$ cat src/rtl/core/regex_literal_delimiter_scanner_assert.svh
// assertion macros for the scanner rtl
`ifndef REGEX_LITERAL_DELIMITER_SCANNER_ASSERT_SVH
`define REGEX_LITERAL_DELIMITER_SCANNER_ASSERT_SVH

// same-cycle implication, disabled in reset
`define RLDS_ASSERT_IMP(label, clk, rst, ante, cons) \
   label: assert property (@(posedge clk) disable iff (rst) (ante) |-> (cons)) \
      else $error("rlds assertion failed");

// next-cycle implication, disabled in reset
`define RLDS_ASSERT_NXT(label, clk, rst, ante, cons) \
   label: assert property (@(posedge clk) disable iff (rst) (ante) |=> (cons)) \
      else $error("rlds assertion failed");

`endif

$ cat src/rtl/core/rlds_pkg.sv
// types, constants and codes for the regex literal delimiter scanner
package rlds_pkg;

   localparam int MAX_HASHES  = 15;
   localparam int OFFSET_BITS = 16;
   localparam int OPEN_BITS   = $clog2(MAX_HASHES + 1);
   localparam int CLOSE_BITS  = $clog2(MAX_HASHES + 2);

   localparam logic [7:0] CH_HASH   = 8'h23;
   localparam logic [7:0] CH_SLASH  = 8'h2F;
   localparam logic [7:0] CH_BSLASH = 8'h5C;
   localparam logic [7:0] CH_CR     = 8'h0D;
   localparam logic [7:0] CH_LF     = 8'h0A;
   localparam logic [7:0] CH_SPACE  = 8'h20;
   localparam logic [7:0] CH_TAB    = 8'h09;
   localparam logic [7:0] CH_NUL    = 8'h00;

   // utf-8 tracker codes, any other value is the held lead byte
   localparam logic [7:0] U_OK   = 8'd0;
   localparam logic [7:0] U_BAD  = 8'd1;
   localparam logic [7:0] U_SKIP = 8'd2;

   localparam logic [7:0] LEAD_E0 = 8'hE0;
   localparam logic [7:0] LEAD_ED = 8'hED;
   localparam logic [7:0] LEAD_F0 = 8'hF0;

   typedef enum logic [2:0] {
      PH_LEAD  = 3'd0,
      PH_WS    = 3'd1,
      PH_BODY  = 3'd2,
      PH_CLOSE = 3'd3,
      PH_DONE  = 3'd4
   } phase_type;

   typedef enum logic [2:0] {
      ST_SCAN     = 3'd0,
      ST_NOTREGEX = 3'd1,
      ST_CLOSED   = 3'd2,
      ST_NEWLINE  = 3'd3,
      ST_EOF      = 3'd4,
      ST_TOOLONG  = 3'd5
   } status_type;

   typedef struct packed {
      phase_type              phase;
      logic [OPEN_BITS-1:0]   open_hashes;
      logic [CLOSE_BITS-1:0]  close_hashes;
      logic                   multiline_flag;
      logic                   newline_seen;
      logic [OFFSET_BITS-1:0] first_newline_offset;
      logic [OFFSET_BITS-1:0] position;
      logic                   escape_pending;
      logic [1:0]             utf8_remaining;
      logic [7:0]             utf8_lead_info;
   } state_type;

   typedef struct packed {
      status_type             status;
      logic [OFFSET_BITS-1:0] resume_offset;
      logic                   utf8_error;
      logic                   multiline_mode;
   } result_type;

   localparam state_type RESET_STATE = '{
      phase:                PH_LEAD,
      open_hashes:          '0,
      close_hashes:         '0,
      multiline_flag:       1'b0,
      newline_seen:         1'b0,
      first_newline_offset: '0,
      position:             '0,
      escape_pending:       1'b0,
      utf8_remaining:       2'd0,
      utf8_lead_info:       U_OK
   };

endpackage

$ cat src/rtl/core/rlds_if.sv
// valid/ready channel interfaces for request and response beats
interface rlds_req_if;
   logic       valid;
   logic       ready;
   logic       start_req;
   logic [7:0] byte_value;
   logic       at_end;

   modport source (output valid, output start_req, output byte_value, output at_end,
                   input ready);
   modport sink   (input valid, input start_req, input byte_value, input at_end,
                   output ready);
endinterface

interface rlds_rsp_if;
   import rlds_pkg::*;

   logic                   valid;
   logic                   ready;
   logic [2:0]             status;
   logic [OFFSET_BITS-1:0] resume_offset;
   logic                   utf8_error;
   logic                   multiline_mode;

   modport source (output valid, output status, output resume_offset, output utf8_error,
                   output multiline_mode, input ready);
   modport sink   (input valid, input status, input resume_offset, input utf8_error,
                   input multiline_mode, output ready);
endinterface

$ cat src/rtl/core/rlds_step.sv
// next-state and result logic for one byte of the scan
module rlds_step (
   input  rlds_pkg::state_type  cur_state,
   input  logic                 start_req,
   input  logic [7:0]           byte_value,
   input  logic                 at_end,
   output rlds_pkg::state_type  nxt_state,
   output rlds_pkg::result_type result
);
   import rlds_pkg::*;

   state_type              s;
   status_type             st;
   logic [OFFSET_BITS-1:0] off;
   logic                   uerr;
   logic                   cont;
   logic                   is_nl;
   logic                   done;
   logic                   begin_utf8;
   logic                   bad;

   assign cont  = (byte_value[7:6] == 2'b10);
   assign is_nl = (byte_value == CH_CR) || (byte_value == CH_LF);

   always_comb begin
      s          = start_req ? RESET_STATE : cur_state;
      st         = ST_SCAN;
      off        = '0;
      uerr       = 1'b0;
      done       = 1'b0;
      begin_utf8 = 1'b0;
      bad        = 1'b0;

      if (s.phase == PH_DONE) begin
         // idle until the next start
      end else if (at_end) begin
         if (s.phase == PH_LEAD) begin
            st = ST_NOTREGEX;
         end else begin
            uerr             = (s.utf8_remaining != 2'd0);
            s.utf8_remaining = 2'd0;
            s.utf8_lead_info = U_OK;
            s.escape_pending = 1'b0;
            if (s.phase == PH_CLOSE
                && s.close_hashes == CLOSE_BITS'(s.open_hashes)) begin
               st  = ST_CLOSED;
               off = s.position;
            end else begin
               st  = ST_EOF;
               off = s.newline_seen ? s.first_newline_offset : s.position;
            end
         end
      end else begin
         if (s.phase == PH_LEAD) begin
            if (byte_value == CH_HASH) begin
               if (s.open_hashes == OPEN_BITS'(MAX_HASHES)) begin
                  st = ST_TOOLONG;
               end else begin
                  s.open_hashes = s.open_hashes + OPEN_BITS'(1);
               end
            end else if (byte_value == CH_SLASH) begin
               s.phase = (s.open_hashes != '0) ? PH_WS : PH_BODY;
            end else begin
               st = ST_NOTREGEX;
            end
         end else if (s.phase == PH_WS
                      && (byte_value == CH_SPACE || byte_value == CH_TAB)) begin
            // whitespace after the opening delimiter
         end else if (s.phase == PH_WS && is_nl) begin
            s.multiline_flag       = 1'b1;
            s.newline_seen         = 1'b1;
            s.first_newline_offset = s.position;
            s.phase                = PH_BODY;
         end else begin
            if (s.phase == PH_WS) begin
               s.phase = PH_BODY;
            end
            // stray continuation bytes
            if (s.utf8_remaining == 2'd0 && s.utf8_lead_info == U_SKIP) begin
               if (cont) begin
                  done = 1'b1;
               end else begin
                  s.utf8_lead_info = U_OK;
               end
            end
            // open multi-byte sequence
            if (!done && s.utf8_remaining != 2'd0) begin
               if (cont) begin
                  if (s.utf8_lead_info >= 8'hC0) begin
                     bad = (s.utf8_lead_info == LEAD_E0 && byte_value < 8'hA0)
                        || (s.utf8_lead_info == LEAD_ED && byte_value >= 8'hA0)
                        || (s.utf8_lead_info == LEAD_F0 && byte_value < 8'h90);
                     s.utf8_lead_info = bad ? U_BAD : U_OK;
                  end
                  s.utf8_remaining = s.utf8_remaining - 2'd1;
                  if (s.utf8_remaining == 2'd0) begin
                     if (s.utf8_lead_info == U_BAD) begin
                        uerr = 1'b1;
                     end
                     s.utf8_lead_info = U_OK;
                  end
                  done = 1'b1;
               end else begin
                  uerr             = 1'b1;
                  s.utf8_remaining = 2'd0;
                  s.utf8_lead_info = U_OK;
               end
            end
            // escaped character
            if (!done && s.escape_pending) begin
               s.escape_pending = 1'b0;
               done             = 1'b1;
               if (!s.multiline_flag && is_nl) begin
                  st  = ST_NEWLINE;
                  off = s.position - OFFSET_BITS'(1);
               end else begin
                  begin_utf8 = 1'b1;
               end
            end
            // closing hash run
            if (!done && s.phase == PH_CLOSE) begin
               if (byte_value == CH_HASH) begin
                  s.close_hashes = s.close_hashes + CLOSE_BITS'(1);
                  if (s.close_hashes > CLOSE_BITS'(s.open_hashes)) begin
                     s.phase = PH_BODY;
                  end
                  done = 1'b1;
               end else if (s.close_hashes == CLOSE_BITS'(s.open_hashes)) begin
                  st   = ST_CLOSED;
                  off  = s.position;
                  done = 1'b1;
               end else begin
                  s.phase = PH_BODY;
               end
            end
            if (!done) begin
               unique case (byte_value)
                  CH_CR, CH_LF: begin
                     if (!s.multiline_flag) begin
                        st  = ST_NEWLINE;
                        off = s.position;
                     end
                  end
                  CH_BSLASH: begin
                     s.escape_pending = 1'b1;
                  end
                  CH_SLASH: begin
                     if (s.open_hashes == '0) begin
                        st  = ST_CLOSED;
                        off = s.position + OFFSET_BITS'(1);
                     end else begin
                        s.phase        = PH_CLOSE;
                        s.close_hashes = '0;
                     end
                  end
                  CH_NUL: begin
                  end
                  default: begin
                     begin_utf8 = 1'b1;
                  end
               endcase
            end
            // start of a new utf-8 sequence
            if (begin_utf8 && byte_value[7]) begin
               if (byte_value < 8'hC0) begin
                  uerr             = 1'b1;
                  s.utf8_lead_info = U_SKIP;
               end else if (byte_value < 8'hE0) begin
                  s.utf8_remaining = 2'd1;
                  s.utf8_lead_info = byte_value;
               end else if (byte_value < 8'hF0) begin
                  s.utf8_remaining = 2'd2;
                  s.utf8_lead_info = byte_value;
               end else if (byte_value < 8'hF8) begin
                  s.utf8_remaining = 2'd3;
                  s.utf8_lead_info = byte_value;
               end else begin
                  uerr = 1'b1;
               end
            end
         end
         s.position = s.position + OFFSET_BITS'(1);
      end

      if (st != ST_SCAN) begin
         s.phase = PH_DONE;
      end

      nxt_state             = s;
      result.status         = st;
      result.resume_offset  = off;
      result.utf8_error     = uerr;
      result.multiline_mode = s.multiline_flag;
   end

endmodule

$ cat src/rtl/core/regex_literal_delimiter_scanner.sv
// top level of the regex literal delimiter scanner
//
// req_ch carries one source byte per beat (start_req opens a new scan at
// offset 0, at_end marks the end of the buffer with no byte). rsp_ch returns
// exactly one result beat for every request beat, in order: status,
// resume_offset, utf8_error and multiline_mode.
// The result of a request beat is registered when the beat is accepted and is
// presented on rsp_ch from the next cycle. Throughput is one beat per cycle
// while rsp_ch is not stalled; the scan state register and the result register
// are updated by a single pass of next-state logic per byte.
// The result register doubles as the output stage: req_ch.ready is high when
// it is empty or being emptied in the same cycle, so a stalled receiver
// holds the current result and stops new request beats, with no loss.
// Synchronous reset clears the scan state to the leading-hash phase at offset
// zero and drops rsp_ch.valid; req_ch.ready is low while reset is asserted.
// After a final status further bytes give status zero until the next start.
module regex_literal_delimiter_scanner (
   input logic        clock,
   input logic        reset,
   rlds_req_if.sink   req_ch,
   rlds_rsp_if.source rsp_ch
);
   import rlds_pkg::*;

`include "regex_literal_delimiter_scanner_assert.svh"

   state_type  state_ff;
   state_type  state_in;
   result_type step_result;
   result_type result_ff;
   logic       rsp_valid_ff;
   logic       req_fire;

   rlds_step u_step (
      .cur_state  (state_ff),
      .start_req  (req_ch.start_req),
      .byte_value (req_ch.byte_value),
      .at_end     (req_ch.at_end),
      .nxt_state  (state_in),
      .result     (step_result)
   );

   assign req_ch.ready = !reset && (!rsp_valid_ff || rsp_ch.ready);
   assign req_fire     = req_ch.valid && req_ch.ready;

   always_ff @(posedge clock) begin
      if (reset) begin
         state_ff     <= RESET_STATE;
         rsp_valid_ff <= 1'b0;
      end else if (req_fire) begin
         state_ff     <= state_in;
         rsp_valid_ff <= 1'b1;
      end else if (rsp_ch.ready) begin
         rsp_valid_ff <= 1'b0;
      end
   end

   always_ff @(posedge clock) begin
      if (req_fire) begin
         result_ff <= step_result;
      end
   end

   assign rsp_ch.valid          = rsp_valid_ff;
   assign rsp_ch.status         = result_ff.status;
   assign rsp_ch.resume_offset  = result_ff.resume_offset;
   assign rsp_ch.utf8_error     = result_ff.utf8_error;
   assign rsp_ch.multiline_mode = result_ff.multiline_mode;

   `RLDS_ASSERT_NXT(a_final_ends_scan, clock, reset,
      req_fire && step_result.status != ST_SCAN, state_ff.phase == PH_DONE)
   `RLDS_ASSERT_NXT(a_done_stays_quiet, clock, reset,
      req_fire && !req_ch.start_req && state_ff.phase == PH_DONE,
      rsp_ch.status == ST_SCAN && !rsp_ch.utf8_error)
   `RLDS_ASSERT_IMP(a_scan_offset_zero, clock, reset,
      rsp_valid_ff && result_ff.status == ST_SCAN, result_ff.resume_offset == '0)
   `RLDS_ASSERT_NXT(a_multiline_sticky, clock, reset,
      req_fire && !req_ch.start_req && state_ff.multiline_flag,
      state_ff.multiline_flag && rsp_ch.multiline_mode)

endmodule
$ cat src/flat_wrapper.sv
// flat-port wrapper written by rule: the top's interface ports become plain ports
module regex_literal_delimiter_scanner_flat import rlds_pkg::*;
  (clock, reset, req_ch_valid, req_ch_start_req, req_ch_byte_value, req_ch_at_end, req_ch_ready, rsp_ch_valid, rsp_ch_status, rsp_ch_resume_offset, rsp_ch_utf8_error, rsp_ch_multiline_mode, rsp_ch_ready);
  rlds_req_if req_ch_i ();
  rlds_rsp_if rsp_ch_i ();
  input logic clock;
  input logic reset;
  input wire logic [$bits(req_ch_i.valid)-1:0] req_ch_valid;
  input wire logic [$bits(req_ch_i.start_req)-1:0] req_ch_start_req;
  input wire logic [$bits(req_ch_i.byte_value)-1:0] req_ch_byte_value;
  input wire logic [$bits(req_ch_i.at_end)-1:0] req_ch_at_end;
  output wire logic [$bits(req_ch_i.ready)-1:0] req_ch_ready;
  output wire logic [$bits(rsp_ch_i.valid)-1:0] rsp_ch_valid;
  output wire logic [$bits(rsp_ch_i.status)-1:0] rsp_ch_status;
  output wire logic [$bits(rsp_ch_i.resume_offset)-1:0] rsp_ch_resume_offset;
  output wire logic [$bits(rsp_ch_i.utf8_error)-1:0] rsp_ch_utf8_error;
  output wire logic [$bits(rsp_ch_i.multiline_mode)-1:0] rsp_ch_multiline_mode;
  input wire logic [$bits(rsp_ch_i.ready)-1:0] rsp_ch_ready;
  assign req_ch_i.valid = req_ch_valid;
  assign req_ch_i.start_req = req_ch_start_req;
  assign req_ch_i.byte_value = req_ch_byte_value;
  assign req_ch_i.at_end = req_ch_at_end;
  assign req_ch_ready = req_ch_i.ready;
  assign rsp_ch_valid = rsp_ch_i.valid;
  assign rsp_ch_status = rsp_ch_i.status;
  assign rsp_ch_resume_offset = rsp_ch_i.resume_offset;
  assign rsp_ch_utf8_error = rsp_ch_i.utf8_error;
  assign rsp_ch_multiline_mode = rsp_ch_i.multiline_mode;
  assign rsp_ch_i.ready = rsp_ch_ready;
  regex_literal_delimiter_scanner u_core (.clock(clock), .reset(reset), .req_ch(req_ch_i), .rsp_ch(rsp_ch_i));
endmodule
$ cat config.mk
export PLATFORM = sky130hd
export DESIGN_NAME = regex_literal_delimiter_scanner_flat
export DESIGN_NICKNAME = d
export VERILOG_FILES = /design/src/rtl/core/rlds_pkg.sv /design/src/rtl/core/rlds_if.sv /design/src/rtl/core/rlds_step.sv /design/src/rtl/core/regex_literal_delimiter_scanner.sv /design/src/flat_wrapper.sv
export VERILOG_INCLUDE_DIRS = /design/src /design/src/rtl/core
export SDC_FILE = /design/constraint.sdc
export NUM_CORES = 1
export LEC_CHECK = 0
export ABC_AREA = 1
export BUFFER_PORTS_ARGS = -buffer_cell sky130_fd_sc_hd__buf_4
export CAP_MARGIN = 15
export CORE_AREA = 2 2 125 127
export DETAILED_ROUTE_END_ITERATION = 8
export DIE_AREA = 0 0 127 129
export PLACE_DENSITY_LB_ADDON = 0.12
export SYNTH_ARGS = -nofsm -noshare
export SYNTH_HDL_FRONTEND = slang
export SYNTH_SLANG_ARGS = --single-unit
$ cat constraint.sdc
create_clock -name clock -period 5.51 [get_ports clock]
set_input_delay 0.2755 -clock clock [delete_from_list [all_inputs] [get_ports clock]]
set_output_delay 0.2755 -clock clock [all_outputs]
set_load 0.05 [all_outputs]
==> results.tsv <==
metric	value	unit
result of the run	completed	
final period utilization	69.5	%
total negative slack for setup checks	0	ns
wire length of the first global-routing pass	34400	um
final net count	1129	
hold crit path type	in -> reg	
Final Hold Fails	0	
cell with the largest stage delay on the worst path	sky130_fd_sc_hd__nor2_2	
gr ovfl total	0	
register-to-register path setup slack	2.07	ns
Simple-Gate Fraction of Synth Area	35.9	%
worst endpoint data arrival time	4.12	ns
final worst setup slack	1.68	ns
upper clock frequency limit	261	MHz
cell type group with the largest total delay on the critical path	buffers and inverters	
Slew headroom	32.3	%
warning count from the yosys run	0	
Netlist Area Pre-Place	6660	um2
post-synthesis xor/xnor area fraction	1.97	%
Post-synth EDFFs	21	
share of async-settable or async-resettable flops after synthesis	0	%
Stages on worst setup path	12	
synthesized-area fraction occupied by adder cells	2.25	%
number of antenna violations at the first check in global routing	0	
first-pass iteration count of the detailed router	6	
half-perimeter wire length after detailed placement	15500	um
number of cells produced by synthesis	1093	
final period demand of the worst path	3.83	ns
critical path capture point type	register	
number of buffers added on ports	36	
FP Rows	45	
IR Drop Worst-Case VDD	149	uV
via count	7292	
static leakage	3.19	nW
sequential fraction of the synthesis area	26.9	%
kind of start point of the critical path	input port	
growth of design area from synthesis to finish	9.54	%
clock-pin transition on the worst setup and hold timing paths	0.06	ns
layout cells sized above 1	9.48	%
largest family of logic cells by synthesized area	simple AND/OR/NAND/NOR gates	
worst hold margin	0.203	ns
critical path type	in -> reg	
worst slack, placed	1.35	ns
number of sinks driven by the clock tree	79	
setup repair after global routing missed its margin	false	
final-layout fill cell count	1623	
commonest register cell after synthesis	sky130_fd_sc_hd__dfxtp_1	
clock latency on the worst-skew pair	0.36	ns
ordered cell list for the critical path	buf_4 > inv_4 > o21ai_1 > nand2_1 > inv_1 > nor2_4 > inv_1 > nor2_2 > inv_2 > a21oi_1 > o21ai_0 > a21oi_1	
mux cell area share after synthesis	0	%
Worst EP required	5.79	ns
CTS tree	yes	
Diodes inserted	0	
Iteration-0 DRC Markers	817	
number of max-cap violations	0	
Worst Path Buf+Inv	5	
DIE HEIGHT	129	um
average wire length per cell after detail routing	16.2	um
number of flip-flops and latches in the synthesized netlist	79	
deepest clock path buffer count	2	
post-synth net total	1119	
number of placed instances with taps included	1280	
core area	15000	um2
depth of the worst register-to-register path	10	
actual transition at the worst max-transition pin	1.01	ns
Final GP Congestion	0.956	
depth of the CTS H-tree	3	
power per standard cell area	211	nW/um2
initial standard-cell utilization of the core	44.5	%
Overall Power	1.54	mW
Fin Clk Skew	0.0127	ns
total global-route track usage	26.3	%
number of buffers inserted by hold repair at cts	0	
root buf cell	sky130_fd_sc_hd__clkbuf_16	
vias in the first global route	6522	
fin cells	1296	
DRC	0	
synthesized-area fraction occupied by ao, oa, aoi and oai cells	22.0	%
number of cells upsized or downsized after cts	0	
Worst Hold Depth	4	
worst stage delay on the critical path	0.60	ns
number of unique standard cell types used by synthesis	49	
Die X-Extent	127	um
number of slew-limit violations in the final report	0	
post-CTS setup-driven buffer insertion count	0	
final count of negative-setup-slack endpoints	0	
number of nets still failing antenna checks after routing	0	
boundary pin count	37	
final WL	21000	um
vias per std cell	5.63	
die area	16400	um2
pin count of the biggest net entering global routing	52	
mean area per synthesized cell	6.10	um2
critical path fanouts, max	36	
number of buffers created by CTS	9	
where the power goes:
group          switching [mW]  internal [mW]  total [mW]
Combinational           0.204         0.0782       0.282
Sequential             0.0121          0.615       0.627
Clock                   0.273          0.358       0.631
Total                   0.489           1.05        1.54
cells in the mapped netlist, types with 2 or more instances:
cell | instances | share of area (%)
sky130_fd_sc_hd__a211oi_1 | 4 | 0.45
sky130_fd_sc_hd__a21boi_1 | 5 | 0.56
sky130_fd_sc_hd__a21oi_1 | 97 | 7.3
sky130_fd_sc_hd__a21oi_2 | 3 | 0.39
sky130_fd_sc_hd__a22oi_1 | 11 | 1.2
sky130_fd_sc_hd__a31oi_1 | 4 | 0.38
sky130_fd_sc_hd__a32oi_1 | 8 | 1.1
sky130_fd_sc_hd__buf_1 | 2 | 0.11
sky130_fd_sc_hd__buf_2 | 7 | 0.53
sky130_fd_sc_hd__buf_4 | 2 | 0.23
sky130_fd_sc_hd__buf_6 | 4 | 0.68
sky130_fd_sc_hd__clkbuf_1 | 24 | 1.4
sky130_fd_sc_hd__dfxtp_1 | 58 | 17
sky130_fd_sc_hd__edfxtp_1 | 21 | 9.5
sky130_fd_sc_hd__ha_1 | 12 | 2.3
sky130_fd_sc_hd__inv_1 | 128 | 7.2
sky130_fd_sc_hd__inv_2 | 13 | 0.73
sky130_fd_sc_hd__nand2_1 | 307 | 17
sky130_fd_sc_hd__nand2_2 | 11 | 1.0
sky130_fd_sc_hd__nand2_4 | 2 | 0.34
sky130_fd_sc_hd__nand3_1 | 58 | 4.4
sky130_fd_sc_hd__nand3_2 | 4 | 0.60
sky130_fd_sc_hd__nand4_1 | 19 | 1.8
sky130_fd_sc_hd__nor2_1 | 124 | 7.0
sky130_fd_sc_hd__nor2_2 | 7 | 0.66
sky130_fd_sc_hd__nor2_4 | 2 | 0.34
sky130_fd_sc_hd__nor3_1 | 12 | 0.90
sky130_fd_sc_hd__nor3_2 | 3 | 0.45
sky130_fd_sc_hd__nor3_4 | 2 | 0.49
sky130_fd_sc_hd__nor4_1 | 2 | 0.19
sky130_fd_sc_hd__o211ai_1 | 17 | 1.9
sky130_fd_sc_hd__o21ai_0 | 59 | 4.4
sky130_fd_sc_hd__o21ai_1 | 10 | 0.75
sky130_fd_sc_hd__o22ai_1 | 13 | 1.2
sky130_fd_sc_hd__o31ai_1 | 5 | 0.56
sky130_fd_sc_hd__o32ai_1 | 7 | 0.92
sky130_fd_sc_hd__xnor2_1 | 2 | 0.26
sky130_fd_sc_hd__xor2_1 | 13 | 1.7
stage by stage:
step,instance area (um2),utilization (%)
after floorplan,6660,-
after global placement,6990,46.7
after detailed placement,6990,46.7
after CTS,7300,48.7
after global routing,7300,48.7
final,7300,48.7
layout make-up:
cell class | instances | area, um2 | area share (%)
Timing Repair Buffer | 38 | 285 | 3.91
Sequential cell | 79 | 1790 | 24.5
Tap cell | 188 | 235 | 3.22
Clock buffer | 9 | 225 | 3.09
Inverter | 143 | 539 | 7.39
Clock inverter | 7 | 80.1 | 1.10
Multi-Input combinational cell | 832 | 4140 | 56.7
layout by cell type (no fill, tap or decap), types with 7 or more instances in the layout:
cell,netlist,layout
sky130_fd_sc_hd__ha_1,12,12
sky130_fd_sc_hd__a21oi_1,97,97
sky130_fd_sc_hd__clkbuf_16,0,9
sky130_fd_sc_hd__dfxtp_1,58,58
sky130_fd_sc_hd__o21ai_0,59,59
sky130_fd_sc_hd__a22oi_1,11,11
sky130_fd_sc_hd__nand2_1,307,306
sky130_fd_sc_hd__nor3_1,12,12
sky130_fd_sc_hd__nand4_1,19,19
sky130_fd_sc_hd__a32oi_1,8,8
sky130_fd_sc_hd__o32ai_1,7,7
sky130_fd_sc_hd__nand3_1,58,58
sky130_fd_sc_hd__inv_2,13,14
sky130_fd_sc_hd__xor2_1,13,13
sky130_fd_sc_hd__nor2_2,7,7
sky130_fd_sc_hd__o21ai_1,10,10
sky130_fd_sc_hd__nand2_2,11,12
sky130_fd_sc_hd__buf_4,2,38
sky130_fd_sc_hd__o22ai_1,13,13
sky130_fd_sc_hd__edfxtp_1,21,21
sky130_fd_sc_hd__inv_1,128,127
sky130_fd_sc_hd__nor2_1,124,124
sky130_fd_sc_hd__o211ai_1,17,17
registers in the layout, summed over array words and instances, names as in the netlist:
name and count:
u_core.rsp_ch.valid 1, u_core.rsp_ch.status 3, u_core.state_ff 57, u_core.rsp_ch.utf8_error 1, u_core.rsp_ch.multiline_mode 1, u_core.rsp_ch.resume_offset 16
path summary, 6_finish.rpt:
path	end	start
worst min register to register	u_core.state_ff[51]$_SDFFE_PP0P_	u_core.state_ff[51]$_SDFFE_PP0P_
worst max register to register	u_core.state_ff[35]$_SDFFE_PP0P_	u_core.state_ff[54]$_SDFFE_PP0P_
worst max-delay path	u_core.state_ff[35]$_SDFFE_PP0P_	req_ch_start_req
worst min-delay path	u_core.rsp_ch.valid$_SDFFE_PP0P_	rsp_ch_ready
metal layers:
metal	share of wire [%]	global-route usage (%)	routed length, um
met5	0	0	0
met4	1.4	7.50	287
met3	8.0	3.66	1680
met2	42	38.5	8790
met1	49	40.0	10200
kinds of logic (layout without fill, tap and decap cells):
kind of cell / Yosys count / in the layout
xor+xnor: 15 / 15
buf+inv: 182 / 197
flops: 79 / 79
compound gates: 249 / 249
fa+ha+maj: 12 / 12
simple gates: 556 / 556
worst reg2reg max path: stages, from the launching register on:
cell and delay (ns):
sky130_fd_sc_hd__dfxtp_1 0.37, sky130_fd_sc_hd__o21ai_1 0.32, sky130_fd_sc_hd__nand2_1 0.23, sky130_fd_sc_hd__inv_1 0.36, sky130_fd_sc_hd__nor2_4 0.59, sky130_fd_sc_hd__inv_1 0.20
sky130_fd_sc_hd__nor2_2 0.60, sky130_fd_sc_hd__inv_2 0.29, sky130_fd_sc_hd__a21oi_1 0.19, sky130_fd_sc_hd__o21ai_0 0.09, sky130_fd_sc_hd__a21oi_1 0.13
(Power assumes the default switching activity.)
